**src/pixel_line_buffer_quantized_core_assert.svh**
```systemverilog
// Assertion macros for the line buffer RTL.
`ifndef PIXEL_LINE_BUFFER_QUANTIZED_CORE_ASSERT_SVH
`define PIXEL_LINE_BUFFER_QUANTIZED_CORE_ASSERT_SVH

// Same-cycle implication, checked outside reset.
`define PLBQ_ASSERT_IMP(label, ante, cons, msg) \
    label: assert property (@(posedge i_clk) disable iff (!i_rst_n) (ante) |-> (cons)) \
        else $error(msg);

// Next-cycle implication, checked outside reset.
`define PLBQ_ASSERT_NXT(label, ante, cons, msg) \
    label: assert property (@(posedge i_clk) disable iff (!i_rst_n) (ante) |=> (cons)) \
        else $error(msg);

`endif

```
**src/plbq_pkg.sv**
```systemverilog
package plbq_pkg;

    localparam int ACT_W      = 3;
    localparam int COMP_W     = 2;
    localparam int POS_W      = 15;
    localparam int DATA_W     = 16;
    localparam int NCOMP_W    = 3;
    localparam int LW_W       = 14;
    localparam int BITS_W     = 5;
    localparam int CFG_IDX_W  = 2;
    localparam int CFG_DATA_W = 14;

    localparam int BANKS      = 2;
    localparam int RESET_FILL = 128;

    localparam logic [ACT_W-1:0] ACT_READ_PREV  = 3'd0;
    localparam logic [ACT_W-1:0] ACT_READ_CURR  = 3'd1;
    localparam logic [ACT_W-1:0] ACT_WRITE_CURR = 3'd2;
    localparam logic [ACT_W-1:0] ACT_READ_ORIG  = 3'd3;
    localparam logic [ACT_W-1:0] ACT_WRITE_ORIG = 3'd4;
    localparam logic [ACT_W-1:0] ACT_SWAP       = 3'd5;

    localparam logic [CFG_IDX_W-1:0] CFG_NUM_COMP     = 2'd0;
    localparam logic [CFG_IDX_W-1:0] CFG_ROW_LEN      = 2'd1;
    localparam logic [CFG_IDX_W-1:0] CFG_SAMPLE_BITS  = 2'd2;
    localparam logic [CFG_IDX_W-1:0] CFG_LINEBUF_BITS = 2'd3;

    typedef struct packed {
        logic [BITS_W-1:0] sample_bits;
        logic [BITS_W-1:0] linebuf_bits;
    } t_round_cfg;

endpackage

```
**src/plbq_round.sv**
```systemverilog
module plbq_round
    import plbq_pkg::*;
#(
    parameter int SAMPLE_WIDTH = 16
) (
    input  t_round_cfg              i_cfg,
    input  logic [SAMPLE_WIDTH-1:0] i_sample,
    output logic [SAMPLE_WIDTH-1:0] o_sample
);

    localparam int SW1 = SAMPLE_WIDTH + 1;

    logic [BITS_W-1:0] sh;
    logic [SW1-1:0]    half;
    logic [SW1-1:0]    sum;
    logic [SW1-1:0]    q;
    logic [SW1-1:0]    top;
    logic [SW1-1:0]    res;

    always_comb begin
        sh   = i_cfg.sample_bits - i_cfg.linebuf_bits;
        half = SW1'(1) << (sh - BITS_W'(1));
        sum  = {1'b0, i_sample} + half;
        q    = (sum >> sh) << sh;
        top  = (SW1'(1) << i_cfg.sample_bits) - SW1'(1);
        res  = (q > top) ? top : q;
        if (i_cfg.sample_bits > i_cfg.linebuf_bits) begin
            o_sample = res[SAMPLE_WIDTH-1:0];
        end else begin
            o_sample = i_sample;
        end
    end

endmodule
```
**config.mk**
```make
export PLATFORM = sky130hd
export DESIGN_NAME = plbq_round
export DESIGN_NICKNAME = d
export VERILOG_FILES = /design/src/pixel_line_buffer_quantized_core_assert.svh /design/src/plbq_pkg.sv /design/src/plbq_round.sv
export SDC_FILE = /design/constraint.sdc
export NUM_CORES = 1
export LEC_CHECK = 0
export ABC_CLOCK_PERIOD_IN_PS = 19400
export BUFFER_PORTS_ARGS = -buffer_cell sky130_fd_sc_hd__buf_4
export CORE_MARGIN = 3
export CORE_UTILIZATION = 50
export DETAILED_ROUTE_END_ITERATION = 16
export PLACE_DENSITY_LB_ADDON = 0.3
export REMOVE_ABC_BUFFERS = 1
export SLEW_MARGIN = 20
export SYNTH_ARGS = -nofsm -noshare
export SYNTH_HDL_FRONTEND = slang
export SYNTH_SLANG_ARGS = --single-unit
```
**constraint.sdc**
```tcl
create_clock -name vclk -period 19.4
set_clock_uncertainty 0.15 [all_clocks]
set_input_delay 1.94 -clock vclk [all_inputs]
set_output_delay 1.94 -clock vclk [all_outputs]
set_load 0.005 [all_outputs]
```
# Word-level counts from Yosys, hierarchy flattened
# Cells that the tools add are included.
# Widths: inputs -> output; s select.
[classes]
addsub = 4
magnitude_cmp = 2
shift = 4
n_mux = 2
[op_table]
columns = ["op", "count"]
rows = [
  ["$shl 1x5->17 const A", 2],
  ["$mux 16", 2],
  ["$add 16x17->17", 1],
  ["$gt 17x17->1", 1],
  ["$shl 17x5->17", 1],
  ["$shr 17x5->17", 1],
  ["$sub 17x2->17 const B", 1],
  ["$gt 5x5->1", 1],
  ["$sub 5x1->5 const B", 1],
  ["$sub 5x5->5", 1],
]
[word_totals]
reg_bits = 0
output_inout_bits = 16
word_cells = 12

# Longest topological paths before layout
[depth]
word_depth = 9
mapped_depth = 36
mapped_depth_nobuf = 33

# Least setup slack after synthesis
# No wires, ideal clock.
[synth_timing]
path_kind = "input port to output port"
start = "input i_cfg[6] (netlist name)"
end = "output o_sample[8]"
t_arrival_ns = 8.924
required_ns = 17.310
path_slack_ns = 8.386
stages = 33
path_buffers = 4
path_cell_list = "clkbuf_1 > inv_1 > fa_1 > nand2b_1 > a21oi_1 > xor2_1 > nor2_1 > clkbuf_1 > nand2_1 > nor2_1 > ha_1 > buf_2 > a21oi_2 > o21ai_1 > or2_0 > o211ai_1 > o22ai_1 > o41ai_2 > nand4_1 > a211o_1 > o21a_1 > o22a_1 > ha_1 > a21o_1 > a21o_1 > a21oi_1 > nand2_1 > a2111oi_0 > a211o_1 > a31o_2 > buf_1 > nor3_1 > a221o_1"
[synth_via]
elab_chain_cells = 9
word_cells_on_any_way = 12
[synth_lines]
columns = ["element", "line", "rtl"]
rows = [
  ["start, declared", "plbq_round.sv:6", "input t_round_cfg i_cfg,"],
  ["$sub 5x5->5", "plbq_round.sv:21", "sh = i_cfg.sample_bits - i_cfg.linebuf_bits;"],
  ["$sub 5x1->5", "plbq_round.sv:22", "half = SW1'(1) << (sh - BITS_W'(1));"],
  ["$shl 1x5->17", "plbq_round.sv:22", ""],
  ["$add 16x17->17", "plbq_round.sv:23", "sum = {1'b0, i_sample} + half;"],
  ["$shr 17x5->17", "plbq_round.sv:24", "q = (sum >> sh) << sh;"],
  ["$shl 17x5->17", "plbq_round.sv:24", ""],
  ["$gt 17x17->1", "plbq_round.sv:26", "res = (q > top) ? top : q;"],
  ["$mux 16", "plbq_round.sv:26", ""],
  ["$mux 16 (*)", "plbq_round.sv:27", "if (i_cfg.sample_bits > i_cfg.linebuf_bits) begin"],
  ["end, declared", "plbq_round.sv:8", "output logic [SAMPLE_WIDTH-1:0] o_sample"],
]
# Mark *: on every way between the ends. The rest lies on a longest branch, timed or not.

# Worst setup path in the final report
[layout_timing]
start = "input i_cfg[5] (netlist name)"
end = "output o_sample[7]"
# The elaborated chain is that of the path after synthesis.

==> results.cfg <==
[floorplan]
dieArea_sq_um = 9330
die_w_microns = 96.6
die_y_microns = 96.6
rows = 32
num_io_pins = 42
start_util = 0.523
coreArea_sq_um = 7850

[sta]
fin_crit_ns = 13.88
hold_violations = 0
finalSetupViolCount = 0
setup_ws_ns = 5.52
drv_slew = 0
relSlewSlack = 0.333
max_freq_mhz = 72.1
period_share = 0.715
tightest_slew_ns = 1.00
setup_tns_ns = 0
whs_ns = 4.03
grt_setup_unrepaired = false

[placed_design]
placed_cell_area_sq_um = 4460
portBuffers = 42
dp_slack_ns = 6.12
hpwl_microns = 13600
placed_cells = 742
place_congestion = 1.06

[worst_setup_path]
cp_data_arrival_time_ns = 11.79
crit_type = in2out
critPathTopFamily = compound AO/OA/AOI/OAI gates
worstPathRequired_ns = 17.31
end_kind = output port
critical_path.startpoint_type = primary input
path_depth = 34
cpMaxStageDelayCell = clkinv_1
cp_max_fo = 35
cp.buffers_inverters = 6
slowest_delay_ns = 0.79

[global_routing]
grt_first_pass_wirelength_microns = 27400
grt_usage = 0.379
grt_pass1_vias = 5027
antenna_found_initial = 0
overflow = 0
grt_max_degree = 48

[drt]
vias = 5546
routed_via_density = 7.47
dr.pass1.iters = 7
drtIter0Drc = 850
drc_errors = 0
antenna_left = 0
wl_microns = 17800
wl_per_cell_microns = 23.9

[yosys]
netlist_area_sq_um = 4100
yosys.area.top_type_share = 0.122
synthesis.area_per_instance_sq_um = 6.53
yosys_warnings = 0
synth_top_cell_by_area = ha_1
synth_cells = 628
netlist_top_cells_area = ha_1 12%, a21oi_1 7.6%, nor2_1 7.0%
ys_seq_area_frac = 0
ys_types = 84

[pwr]
switching_share = 0.654
p_comb_frac = 1.000
power.leakage_nw = 1.84
switchingPower_mw = 0.177
clkPwrFrac = 0
seq_power_share = 0
p_per_area_nw_per_um2 = 60.7
internal-power_mw = 0.0936
total_power_mw = 0.271
ir_drop_mv = 0.0233

[final_layout]
final_cell_count_no_fill = 742
area_delta_synth_final_pct = 8.78
diodes = 0
nClkBuffers = 0
stdcell_area_sq_um = 4460
numSequentialCells = 0
nNetsFinal = 710
utilization = 0.569
regArea_sq_um = 0
layout-drive-gt1-share = 0.138

[cts]
postCtsHoldBufs = 0
cts_resized = 0
post_cts_buffers = 0

[worst_hold_path]
hold_path_class = in2out
whs_path_depth = 3

[outcome]
status = completed

[job]
maxCapViolations = 0
## logic make-up (layout without fill, tap and decap cells)
logic type | count (synthesis) | in the layout | share of synthesized area
buffers and inverters | 59 | 71 | 0.0610
AOI/OAI and AO/OA | 267 | 267 | 0.472
muxes | 19 | 19 | 0.0567
and+or+nand+nor | 227 | 227 | 0.249
xor gates and xnor gates | 14 | 14 | 0.0299
adders and majority gates | 42 | 42 | 0.132
## worst paths after layout
path	from	endpoint	slack [ns]
worst max-delay path	i_cfg[5]	o_sample[7]	5.52
worst min-delay path	i_sample[0]	o_sample[0]	4.03
## cell type report
type                            count  area (sq um)
Multi-Input combinational cell    569          3870
Fill cell                         802          3380
Timing Repair Buffer               52           390
Tap cell                          102           128
Inverter                           19          71.3
## cells in the final DEF, fill, tap and decap left out, types with 4 or more instances in the layout
cell type	instances
a211o_1	6
a211oi_1	15
a21o_1	13
a21oi_1	62
a221o_1	7
a221oi_1	8
a22oi_1	9
a31oi_1	13
and2_1	4
buf_4	52
ha_1	40
inv_1	16
mux2_2	7
mux2i_1	8
nand2_1	70
nand3_1	19
nand4_1	10
nor2_1	76
nor3_1	26
o2111ai_1	12
o211ai_1	17
o21a_1	8
o21ai_0	27
o21ai_1	6
o31a_1	4
o31ai_1	9
xnor2_1	5
xor2_1	7
## synthesized netlist by cell type, drive strengths merged (12+ instances only)
cell,instances
a31oi,13
o211ai,19
inv,17
ha,40
nor2,76
a211oi,17
nor3,26
o2111ai,12
nand2,70
nand3,19
a21o,13
o21ai,34
clkbuf,29
a21oi,64
## power groups by stage
stage          Clock (mW)  Sequential [mW]  Combinational (mW)
2_1_floorplan           0                0               0.172
3_3_place_gp            0                0               0.259
3_5_place_dp            0                0               0.257
4_1_cts                 0                0               0.258
5_1_grt                 0                0               0.289
6_report                0                0               0.271
## layer usage
layer,track usage,share of wire,vias to the layer above
li1,-,-,2486
met5,0,0,-
met2,0.553,0.41,443
met1,0.531,0.41,2533
met3,0.0767,0.13,84
met4,0.173,0.057,0
Note: power is estimated with default switching activity, not from simulation.
